==> config.mk <==
export PLATFORM = sky130hd
export DESIGN_NAME = c_keyword_recognizer
export DESIGN_NICKNAME = d
export VERILOG_FILES = /design/src/ckr_pkg.sv /design/src/ckr_match.sv /design/src/c_keyword_recognizer.sv
export SDC_FILE = /design/constraint.sdc
export NUM_CORES = 1
export LEC_CHECK = 0
export ABC_AREA = 1
export ABC_CLOCK_PERIOD_IN_PS = 4800
export BUFFER_PORTS_ARGS = -buffer_cell sky130_fd_sc_hd__buf_4
export CAP_MARGIN = 20
export CORE_MARGIN = 2
export CORE_UTILIZATION = 40
export CTS_CLUSTER_SIZE = 16
export DETAILED_ROUTE_END_ITERATION = 8
export MAX_ROUTING_LAYER = met4
export PLACE_DENSITY_LB_ADDON = 0.12
export SYNTH_ARGS = -nofsm -noshare
export SYNTH_HDL_FRONTEND = slang
export SYNTH_SLANG_ARGS = --single-unit
==> constraint.sdc <==
create_clock -name clk -period 4.8 [get_ports clk]
set_input_delay 0 -clock clk [delete_from_list [all_inputs] [get_ports clk]]
set_output_delay 0 -clock clk [all_outputs]
set_load 0.02 [all_outputs]
==> src/ckr_pkg.sv <==
// Shared types, constants and the keyword table of the keyword recognizer.
`timescale 1ns / 1ps

package ckr_pkg;

  localparam int KEYWORD_COUNT = 37;
  localparam int MAX_KEY_LEN   = 8;
  localparam int HASH_MODULUS  = 77;

  localparam int KW_TABLE_SIZE = 37;
  localparam int KW_TEXT_MAX   = 8;
  localparam int INDEX_W       = 6;
  localparam int BUCKET_W      = 7;
  localparam logic [INDEX_W-1:0] SPACE_CODE = 6'd32;

  typedef struct packed {
    logic [7:0] char_byte;
    logic       last_char;
  } in_t;

  typedef struct packed {
    logic                is_keyword;
    logic [INDEX_W-1:0]  keyword_index;
    logic                replace_first;
    logic [BUCKET_W-1:0] hash_bucket;
  } out_t;

  // Text of table slot k (index k + 1), right-justified: the first character
  // sits in the highest used byte.
  function automatic logic [8*KW_TEXT_MAX-1:0] kw_text(input int k);
    logic [8*KW_TEXT_MAX-1:0] t;
    case (k)
      0:  t = "#define";
      1:  t = "#include";
      2:  t = "break";
      3:  t = "case";
      4:  t = "char";
      5:  t = "continue";
      6:  t = "default";
      7:  t = "double";
      8:  t = "\t";
      9:  t = "\n";
      10: t = "else";
      11: t = "enum";
      12: t = "extern";
      13: t = "float";
      14: t = "for";
      15: t = "goto";
      16: t = "if";
      17: t = "int";
      18: t = "long";
      19: t = "register";
      20: t = "return";
      21: t = "short";
      22: t = "sizeof";
      23: t = "static";
      24: t = "struct";
      25: t = "switch";
      26: t = "typedef";
      27: t = "union";
      28: t = "unsigned";
      29: t = "void";
      30: t = "while";
      31: t = "do";
      32: t = "auto";
      33: t = "fortran";
      34: t = "const";
      35: t = "signed";
      36: t = "volatile";
      default: t = '0;
    endcase
    return t;
  endfunction

  function automatic int kw_len(input int k);
    int n;
    case (k)
      8, 9:                          n = 1;
      16, 31:                        n = 2;
      14, 17:                        n = 3;
      3, 4, 10, 11, 15, 18, 29, 32:  n = 4;
      2, 13, 21, 27, 30, 34:         n = 5;
      7, 12, 20, 22, 23, 24, 25, 35: n = 6;
      0, 6, 26, 33:                  n = 7;
      1, 5, 19, 28, 36:              n = 8;
      default:                       n = 0;
    endcase
    return n;
  endfunction

endpackage

==> src/ckr_match.sv <==
// Parallel compare of the collected identifier against the keyword table.
`timescale 1ns / 1ps

module ckr_match
  import ckr_pkg::*;
#(
  parameter int KEYWORD_COUNT = ckr_pkg::KEYWORD_COUNT,
  parameter int MAX_KEY_LEN   = ckr_pkg::MAX_KEY_LEN,
  parameter int POS_W         = $clog2(MAX_KEY_LEN + 2)
) (
  input  logic [7:0]         text [MAX_KEY_LEN],
  input  logic [POS_W-1:0]   text_len,
  output logic [INDEX_W-1:0] match_index
);

  localparam int ENTRIES = (KEYWORD_COUNT < KW_TABLE_SIZE) ? KEYWORD_COUNT : KW_TABLE_SIZE;

  logic [INDEX_W-1:0] hit_index [ENTRIES];

  for (genvar k = 0; k < ENTRIES; k++) begin : g_entry
    localparam int                       L = kw_len(k);
    localparam logic [8*KW_TEXT_MAX-1:0] T = kw_text(k);
    logic hit;

    if (L > MAX_KEY_LEN) begin : g_too_long
      assign hit = 1'b0;
    end else begin : g_cmp
      logic [L-1:0] byte_eq;
      for (genvar j = 0; j < L; j++) begin : g_byte
        assign byte_eq[j] = (text[j] == T[8*(L-1-j) +: 8]);
      end
      assign hit = (text_len == POS_W'(L)) && (&byte_eq);
    end

    // Entries are distinct, so at most one hit; indices can be OR-ed.
    assign hit_index[k] = hit ? INDEX_W'(k + 1) : '0;
  end

  always_comb begin
    match_index = '0;
    for (int k = 0; k < ENTRIES; k++) begin
      match_index = match_index | hit_index[k];
    end
  end

endmodule

==> src/c_keyword_recognizer.sv <==
// Keyword recognizer: collects identifier bytes, reports keyword match and hash.
//
// Usage:
//   Input channel (in_valid / in_stall / in_data) takes one identifier byte per
//   request; in_data.last_char marks the final byte. Each final byte yields one
//   result on the output channel (out_valid / out_stall / out_data): match flag,
//   table index, compression flag and byte-sum hash bucket.
//   The result is registered and shows in the cycle after the final byte is accepted.
//   Throughput: one byte per cycle unless a held result stalls, back to back,
//   including the final byte of one identifier and the first of the next.
//   The per-byte work is one pass through the table compare and a one-step
//   modular add between the identifier state and the result register.
//   If the receiver stalls while a result is held, in_stall rises and stays
//   high until the result is taken; the held result does not change.
//   cfg_we / cfg_data write compress_enable; write only while idle.
//   Reset (rst, synchronous) clears the identifier position and bucket, the
//   result valid flag and compress_enable; text and result data are not reset.
`timescale 1ns / 1ps

module c_keyword_recognizer
  import ckr_pkg::*;
#(
  parameter int KEYWORD_COUNT = ckr_pkg::KEYWORD_COUNT,
  parameter int MAX_KEY_LEN   = ckr_pkg::MAX_KEY_LEN,
  parameter int HASH_MODULUS  = ckr_pkg::HASH_MODULUS
) (
  input  logic clk,
  input  logic rst,
  input  logic in_valid,
  output logic in_stall,
  input  in_t  in_data,
  output logic out_valid,
  input  logic out_stall,
  output out_t out_data,
  input  logic cfg_we,
  input  logic cfg_data
);

  localparam int POS_W     = $clog2(MAX_KEY_LEN + 2);
  localparam int POS_LIMIT = MAX_KEY_LEN + 1;

  logic                compress_enable;
  logic [7:0]          text_buffer [MAX_KEY_LEN];
  logic [POS_W-1:0]    char_position;
  logic [BUCKET_W-1:0] running_bucket;

  logic [7:0]          text_next [MAX_KEY_LEN];
  logic [POS_W-1:0]    char_position_next;
  logic [BUCKET_W-1:0] running_bucket_next;
  logic [BUCKET_W:0]   bucket_sum;
  logic [BUCKET_W-1:0] byte_mod [256];
  logic [INDEX_W-1:0]  match_index;
  logic                accept;
  out_t                result;

  assign in_stall = out_valid && out_stall;
  assign accept   = in_valid && !in_stall;

  // Byte value reduced by the modulus, so the running sum stays below 2*M.
  for (genvar i = 0; i < 256; i++) begin : g_mod
    assign byte_mod[i] = BUCKET_W'(i % HASH_MODULUS);
  end

  always_comb begin
    for (int j = 0; j < MAX_KEY_LEN; j++) begin
      text_next[j] = (char_position == POS_W'(j)) ? in_data.char_byte : text_buffer[j];
    end
    char_position_next = (char_position < POS_W'(POS_LIMIT)) ?
                         char_position + POS_W'(1) : char_position;
    bucket_sum = {1'b0, running_bucket} + {1'b0, byte_mod[in_data.char_byte]};
    running_bucket_next = (bucket_sum >= (BUCKET_W+1)'(HASH_MODULUS)) ?
                          BUCKET_W'(bucket_sum - (BUCKET_W+1)'(HASH_MODULUS)) :
                          bucket_sum[BUCKET_W-1:0];
  end

  ckr_match #(
    .KEYWORD_COUNT(KEYWORD_COUNT),
    .MAX_KEY_LEN  (MAX_KEY_LEN),
    .POS_W        (POS_W)
  ) u_match (
    .text       (text_next),
    .text_len   (char_position_next),
    .match_index(match_index)
  );

  always_comb begin
    result.is_keyword    = (match_index != '0);
    result.keyword_index = match_index;
    result.replace_first = compress_enable && (match_index != '0) &&
                           (match_index < SPACE_CODE);
    result.hash_bucket   = running_bucket_next;
  end

  always_ff @(posedge clk) begin
    if (rst) begin
      compress_enable <= 1'b0;
    end else if (cfg_we) begin
      compress_enable <= cfg_data;
    end
  end

  always_ff @(posedge clk) begin
    if (rst) begin
      char_position  <= '0;
      running_bucket <= '0;
    end else if (accept) begin
      if (in_data.last_char) begin
        char_position  <= '0;
        running_bucket <= '0;
      end else begin
        char_position  <= char_position_next;
        running_bucket <= running_bucket_next;
      end
    end
  end

  // Only entries below the current count are ever compared, so no reset needed.
  always_ff @(posedge clk) begin
    if (accept) begin
      text_buffer <= text_next;
    end
  end

  always_ff @(posedge clk) begin
    if (rst) begin
      out_valid <= 1'b0;
    end else if (accept && in_data.last_char) begin
      out_valid <= 1'b1;
    end else if (!out_stall) begin
      out_valid <= 1'b0;
    end
  end

  always_ff @(posedge clk) begin
    if (accept && in_data.last_char) begin
      out_data <= result;
    end
  end

endmodule

# After elaboration in Yosys (flattened, before gate mapping)
# Memories as Yosys holds them, arrays and structs flattened.
# Cells that the tools add are included.
dict set report classes {
  n_reduce_logical 80
  n_mux 53
  n_mul 0
  bitwise 37
  n_shift 0
  n_eq_ne 113
  order_cmp 4
  div 0
  add_sub_neg 3
}
# operator count
set op_table {}
lappend op_table {{== test 8 x 7 -> 1 bit (second input constant)} 94}
lappend op_table {{OR 6 bit} 36}
lappend op_table {{2-to-1 mux 5 bit} 16}
lappend op_table {{2-to-1 mux 8 bit} 8}
lappend op_table {{AND reduction 6 bit} 8}
lappend op_table {{logical AND 1 bit} 42}
lappend op_table {{2-to-1 mux 4 bit} 10}
lappend op_table {{AND reduction 8 bit} 5}
lappend op_table {{2-to-1 mux 6 bit} 6}
lappend op_table {{== test 4 x 3 -> 1 bit (second input constant)} 8}
lappend op_table {{AND reduction 4 bit} 8}
lappend op_table {{AND reduction 5 bit} 6}
lappend op_table {{2-to-1 mux 7 bit} 4}
lappend op_table {{AND reduction 7 bit} 4}
lappend op_table {{== test 4 x 2 -> 1 bit (second input constant)} 4}
lappend op_table {{== test 8 x 4 -> 1 bit (second input constant)} 2}
lappend op_table {{2-to-1 mux 3 bit} 4}
lappend op_table {{greater-or-equal comparator 9 bit (second input constant)} 1}
lappend op_table {{inverter 8 -> 9 bit} 1}
lappend op_table {{adder 7 x 7 -> 8 bit} 1}
lappend op_table {{== test 4 x 1 -> 1 bit (second input constant)} 2}
lappend op_table {{== test 8 x 6 -> 1 bit (second input constant)} 1}
lappend op_table {{greater-or-equal comparator 8 x 7 -> 1 bit (second input constant)} 1}
lappend op_table {{subtractor 7 bit (second input constant)} 1}
lappend op_table {{12 further kinds} 17}
dict set report word_totals {
  mem_count 1
  regBits 92
  romBits 1792
  output_inout_bits 17
  latchBits 0
  mem_bits_rw 0
  in_bits 15
  wordCells 307
}
# name depth word_bits read_ports rd_clocked_by_memory_dff write_ports line_no
set memory_table {}
lappend memory_table {{(no name shown)} 256 7 1 0 0 c_keyword_recognizer.sv:70} ;# bucket_sum = {1'b0, running_bucket} + {1'b0, byte_mod[in_data.char_byte]};

# Logic depth before layout (Yosys ltp)
# Gate-level depths: netlist of run 1.
dict set report depth {
  depth_word 45
  depth_mapped 28
  ltp_nobuf 27
}

# Hierarchy
# From an unflattened synthesis of run 1, not the netlist that was laid out.
dict set report hier_totals {
  cells_unflattened 1225
  area_unflattened_um2 7843.8
}
# module n_inst seq_area_each_um2 area_per_inst_um2 cells_per_inst
set modules_own_cells {}
lappend modules_own_cells {c_keyword_recognizer 1 2632.5 5071.1 560}
lappend modules_own_cells {ckr_match 1 0.0 2772.7 665}

# Worst setup path before layout of run 1
# No wires, ideal clock.
dict set report synth_timing {
  path_kind {input to register}
  startpoint {input port in_data[3] in the netlist's numbering}
  endpoint {register out_data[6] in the netlist's numbering, data pin}
  cell_stages 21
  path_buffers 2
  required_time_ns 4.546
  setup_slack_ns 1.523
  t_arrival_ns 3.023
  setup_ns 0.254
  cell_sequence {buf_2 > inv_1 > buf_2 > ha_1 > o311ai_0 > o2111ai_1 > o21ai_0 > o21ai_0 > ha_1 > nand3_1 > nand3_1 > nand2_1 > nand2_1 > a21oi_1 > xor2_1 > inv_1 > nor2_1 > nand2_1 > nand2_1 > nand2_2 > o21a_1}
}
# item line_no
set synth_lines {}
lappend synth_lines {{from (decl)} c_keyword_recognizer.sv:31} ;# input in_t in_data,
lappend synth_lines {{to (signal assigned)} c_keyword_recognizer.sv:136} ;# out_data <= result;
lappend synth_lines {{to (decl)} c_keyword_recognizer.sv:34} ;# output out_t out_data,

==> results.yml, run 1 <==
worst_hold_path:
  hp-class: "primary input to register"
  hold_start: "in_data[0]"
power_and_ir_drop:
  p_clk_share_pct: 31.0
  p_comb_share_pct: 27.7
  p_sw_share_pct: 36.45
  p_switching_w: 0.0008646
  p_leak_nw: 4.543
  peakVddDrop_mv: 0.1546
  p_int_w: 0.001507
  p_per_area_nw_per_um2: 247.8
  seq_power_share_pct: 41.3
  p_total_w: 0.002372
layout:
  finish.utilization_pct: 43.86
  antenna_cells: 0
  area_growth_pct: 7.565
  final_cell_area_sq_um: 9572
  ff_latch_area_sq_um: 2633
  layout.nets: 1475
  multi_input_area_sq_um: 5270
  drive_gt1_share_pct: 10.89
  fillers: 2362
sta:
  worst_clock_skew_ns: 0.01487
  layout_setup_ws_ns: 1.056
  setup_violations: 0
  worst_pin_slew_ns: 0.9328
  maxSlewHeadroom_pct: 37.58
  finalCriticalPeriod_ns: 3.744
  clock.fmax_ghz: 0.2671
  slew_violations: 0
  post-route-period-util_pct: 78.00
  hold_viol_final: 0
  rsz0062_at_grt: "false"
  setup_tns_ns: 0
die:
  initial_utilization_pct: 40.78
  ioPinCount: 32
  dieArea_sq_um: 23450
  core-area_sq_um: 21820
  die_w_um: 153.2
  placementRows: 54
  dieHeight_um: 153.2
clock_network:
  clk_latency_ns: 0.37
  clkSlewWorstSetupHoldPaths_ns: 0.07
  cts_buffer_depth: 2
  cts_sinks: 92
  cts_tree: "yes"
  root_buffer: "clkbuf_16"
  cts_inserted_buffers: 9
  post_cts_resized: 0
  htreeDepth: 3
placed_design:
  io_buffers: 31
  dpl.hpwl_um: 25360
  placed_cell_area_sq_um: 9249
  pre_cts_slack_ns: 0.7448
  gp_congestion: 1.053
logic_synthesis:
  synth_ff_type: "edfxtp_1"
  netlist_top_cells_area: "edfxtp_1 27%, nand2_1 20%, nor2_1 11%"
  synthCells: 1430
  syn_nets: 1467
  synth_cell_types: 48
  yosys.area.top_type: "edfxtp_1"
  ys_ff_latch: 92
  avgSynthCellArea_sq_um: 6.223
  synth.most_common_cell: "nand2_1"
  seq_area_frac_synth_pct: 29.58
  synth_edf_count: 79
  synth_common_cells: "463 x nand2_1, 249 x nor2_1, 162 x inv_1, 155 x nand3_1, 79 x edfxtp_1"
  syn-cell-area_sq_um: 8899
  synth_top_area_share_pct: 26.66
  yosysWarnings: 0
  synthArstFlopShare_pct: 0
global_route:
  grt_overflow: 0
  antenna_found_initial: 0
  grt.total_usage_pct: 29.03
  grt_pass1_vias: 8658
  grt_max_degree: 40
  grt_pass1_wl_um: 50470
setup_path:
  worst-setup-path-type: "register to register"
  reg2reg_from: "char_position[0]"
  worst-path-buf-inv: 1
  critPathCaptureType: "register"
  path_max_fanout: 16
  cp_common_cell: "nor2_1"
  cpLargestDelayFamily: "simple AND/OR/NAND/NOR gates"
  crit_path_start: "char_position[0]"
  arrival_ns: 3.87
  cp_data_required_time_ns: 4.93
  start_kind: "register"
  crit_chain: "ha_1 -> nand3_2 -> o21ai_1 -> nand2_1 -> nor2_1 -> nand3_1 -> nor2_1 -> nand3_1 -> nor2_2 -> nor2_4 -> nand2_2 -> nor2_1 -> nand2_1 -> inv_1"
  cpMaxStageDelayCell: "ha_1"
  cpPeakStageDelay_ns: 0.72
job:
  cap_viol_max_count: 0
routing:
  ant_nets: 0
  dr.pass1.iters: 5
  via_count: 9153
  drt_iter0_markers: 951
  drc: 0
  vias_per_cell: 5.315
  routed_wl_um: 32670
  wl_per_cell_um: 18.97
outcome:
  outcome: "complete, no violations"
-- layer usage --
layer | GRT usage, % | vias up | wire, um
li1 | - | 4572 | -
met1 | 38.59 | 4143 | 14620
met2 | 44.92 | 369 | 14780
met3 | 4.508 | 69 | 2251
met4 | 10.54 | 0 | 1018
met5 | - | - | 0
-- cell families after synthesis --
kind of cell / Yosys count / synth area share (%)
xor+xnor: 8 / 0.7874
buf+inv: 224 / 11.19
flops: 92 / 29.58
simple gates: 995 / 49.45
compound gates: 89 / 5.807
fa+ha+maj: 22 / 3.178
-- area by class of cell --
| cell class | count | area share, % |
|---|---|---|
| flip-flops and latches | 92 | 27.50 |
| clock buffers | 9 | 2.353 |
| inverters | 170 | 6.667 |
| repair buffers | 51 | 4.261 |
| multi-input cells | 1114 | 55.06 |
| clock inverters | 6 | 0.4967 |
| well taps | 280 | 3.660 |
-- sequential cells by signal, indices dropped and copies added, names as in the netlist --
signal,cells
text_buffer,64
compress_enable,1
char_position,4
out_valid,1
running_bucket,7
out_data,15
-- cell usage in the layout, fill, tap and decap left out, types with 7 or more instances in the layout --
| master | instances |
|---|---|
| nand2_4 | 7 |
| o21ai_1 | 7 |
| clkbuf_16 | 9 |
| a21oi_1 | 25 |
| nand2_1 | 463 |
| edfxtp_1 | 79 |
| inv_1 | 161 |
| nor2_2 | 17 |
| dfxtp_1 | 13 |
| nand2_2 | 37 |
| buf_4 | 45 |
| inv_2 | 7 |
| xor2_1 | 7 |
| nand4_1 | 27 |
| nor2_4 | 8 |
| nand3_2 | 16 |
| o21ai_0 | 31 |
| nor2_1 | 249 |
| ha_1 | 21 |
| nand3_1 | 155 |
-- per-stage QoR --
step,instances,hold WS [ns]
5_1_grt,1722,0.1645
3_5_place_dp,1702,0.2447
3_3_place_gp,1702,0.2362
6_report,1722,0.1410
2_1_floorplan,1430,0.06907
4_1_cts,1722,0.1408
-- power groups by stage --
stage	sequential (W)	clock, W	combinational, W
after floorplan	0.00101	0	0.000458
final	0.000980	0.000734	0.000657
after detailed placement	0.000997	0	0.000645
after global routing	0.000987	0.000771	0.000741
after CTS	0.000980	0.000744	0.000650
after global placement	0.000998	0	0.000646
-- worst register-to-register path, cell delays in order, from the launching register on --
cell and delay [ns]:
dfxtp_1 0.46, ha_1 0.72, nand3_2 0.43, o21ai_1 0.41, nand2_1 0.09, nor2_1 0.41, nand3_1 0.14, nor2_1 0.28
nand3_1 0.13, nor2_2 0.15, nor2_4 0.05, nand2_2 0.10, nor2_1 0.05, nand2_1 0.05, inv_1 0.03
-- timing repair --
| action | 4_1_cts | 5_1_grt |
|---|---|---|
| setup buffers | 0 | 0 |
| hold buffers | 5 | 0 |
| endpoints found under the hold margin | 13 | 0 |
-- path summary, 6_finish.rpt --
path / cells after the start / to / slack [ns]
min: 4 / running_bucket[3] / 0.14
max: 14 / out_data[7] / 1.06
min reg2reg: 2 / running_bucket[6] / 0.47
max reg2reg: 14 / out_data[7] / 1.06
No activity file was read; power rests on OpenSTA's default activity.
==> inputs of run 2 (changes only) <==
Settings changed: ABC_CLOCK_PERIOD_IN_PS 4800 to 3600.
Clock period 4.8 ns to 3.6 ns, I/O delays scaled along.
==> results.yml, run 2 (synthesis results as in run 1) <==
layout:
  largest_register_ffs: 64
  multi_input_area_sq_um: 5273
  area_growth_pct: 11.05
  ff_latch_area_sq_um: 2633
  regMostFlops: "text_buffer"
  final_cell_area_sq_um: 9882
  top_regs: "text_buffer: 64 flops, out_data: 15 flops, running_bucket: 7 flops"
  antenna_cells: 0
  layout.nets: 1506
  layout_commonest_cell: "nand2_1"
  stdcell_count: 1754
  fillers: 2370
  drive_gt1_share_pct: 12.89
  finish.utilization_pct: 45.28
  final_cell_mix: "463 x nand2_1, 249 x nor2_1, 161 x inv_1, 155 x nand3_1, 79 x edfxtp_1"
job:
  cap_viol_max_count: 0
placed_design:
  placed_cell_area_sq_um: 9494
  gp_congestion: 0.9936
  io_buffers: 31
  dpl.hpwl_um: 25840
  dp_cells: 1733
die:
  ioPinCount: 32
  core-area_sq_um: 21820
  placementRows: 54
  dieArea_sq_um: 23450
  dieHeight_um: 153.2
  initial_utilization_pct: 40.78
  die_w_um: 153.2
power_and_ir_drop:
  seq_power_share_pct: 39.1
  p_switching_w: 0.001151
  p_leak_nw: 4.719
  p_int_w: 0.002199
  p_comb_share_pct: 27.6
  p_sw_share_pct: 34.37
  p_clk_share_pct: 33.3
  p_per_area_nw_per_um2: 339.0
  peakVddDrop_mv: 0.2290
routing:
  routed_wl_um: 32690
  ant_nets: 0
  vias_per_cell: 5.258
  drt_iter0_markers: 805
  drc: 0
  via_count: 9222
  dr.pass1.iters: 6
  wl_per_cell_um: 18.64
clock_network:
  cts_buffer_depth: 2
  root_buffer: "clkbuf_16"
  htreeDepth: 3
  cts_tree: "yes"
  cts_inserted_buffers: 9
  clk_latency_ns: 0.37
  clkSlewWorstSetupHoldPaths_ns: 0.07
  cts_sinks: 92
  cts_setup_buffers: 0
sta:
  worst_pin_slew_ns: 0.9769
  clock.fmax_ghz: 0.2954
  post-route-period-util_pct: 94.03
  worst_clock_skew_ns: 0.01529
  maxSlewHeadroom_pct: 34.63
  finalCriticalPeriod_ns: 3.385
  setup_tns_ns: 0
  rsz0062_at_grt: "false"
  hold_viol_final: 0
  setup_violations: 0
  slew_violations: 0
global_route:
  grt_pass1_vias: 8770
  grt_overflow: 0
  use_met1_pct: 39.99
  antenna_found_initial: 0
  grt-busiest-layer: "met2"
  use_met3_pct: 3.062
  grt_max_degree: 65
  grt.total_usage_pct: 29.07
  use_met2_pct: 45.54
  grt_pass1_wl_um: 51180
worst_hold_path:
  hp-class: "primary input to register"
  hold_start: "in_data[1]"
outcome:
  outcome: "complete, no violations"
setup_path:
  cp_data_required_time_ns: 3.84
  crit_path_start: "char_position[0]"
  critPathCaptureType: "register"
  reg2reg_from: "char_position[0]"
  worst-setup-path-type: "register to register"
  arrival_ns: 3.62
  path_max_fanout: 16
  start_kind: "register"
run 2: final timing paths:
path / to / slack (ns) / cells after the start
setup / recovery: out_data[7] / 0.21 / 18
hold / removal: text_buffer[32] / 0.08 / 3
setup reg to reg: out_data[7] / 0.21 / 18
hold reg to reg: running_bucket[6] / 0.48 / 2
run 2: routing by layer:
metal / share of wire [%] / routed length, um / vias up
li1: - / - / 4625
met1: 46 / 15180 / 4196
met2: 45 / 14850 / 345
met3: 6.0 / 1956 / 56
met4: 2.1 / 700 / 0
met5: 0 / 0 / -
run 2: worst max-delay path, cell delays in order, from the launching register on:
cell     delay [ns]
dfxtp_1        0.38
inv_1          0.17
ha_2           0.40
buf_4          0.29
nand3_1        0.22
nand2_1        0.25
nand2_2        0.10
nor2_2         0.27
nand2_1        0.20
nor2_1         0.23
nand3_1        0.14
and2_1         0.19
nand2_1        0.06
nor2_1         0.05
nand3_2        0.08
nor2_1         0.05
nand3_2        0.08
nand2_1        0.05
inv_1          0.05
run 2: area by class of cell:
class | count | area share (%)
multi-input cells | 1114 | 53.36
flip-flops and latches | 92 | 26.64
repair buffers | 82 | 6.609
inverters | 170 | 6.457
well taps | 280 | 3.545
clock buffers | 9 | 2.279
clock inverters | 7 | 1.114
run 2: power groups by stage:
stage | clock network (W) | registers [W] | logic, W
2_1_floorplan | 0 | 0.00134 | 0.000611
3_3_place_gp | 0 | 0.00133 | 0.000912
3_5_place_dp | 0 | 0.00133 | 0.000913
4_1_cts | 0.00115 | 0.00131 | 0.000921
5_1_grt | 0.00117 | 0.00132 | 0.00104
6_report | 0.00111 | 0.00131 | 0.000926
run 2: what timing repair did:
| item | CTS | global route |
|---|---|---|
| hold buffers | 5 | 0 |
| hold endpoints to repair | 13 | 0 |
| setup endpoints to repair | 0 | 2 |
| gates resized for setup | 0 | 1 |
run 2: through the flow:
stage | hold slack (ns) | worst slack, ns | total power (W)
after floorplan | 0.06907 | 0.3226 | 0.001955
after CTS | 0.05908 | 0.1123 | 0.003379
after global placement | 0.2337 | 0.1115 | 0.002244
after global routing | 0.09550 | 0.003807 | 0.003534
after detailed placement | 0.2431 | 0.08969 | 0.002245
final | 0.08031 | 0.2148 | 0.003350
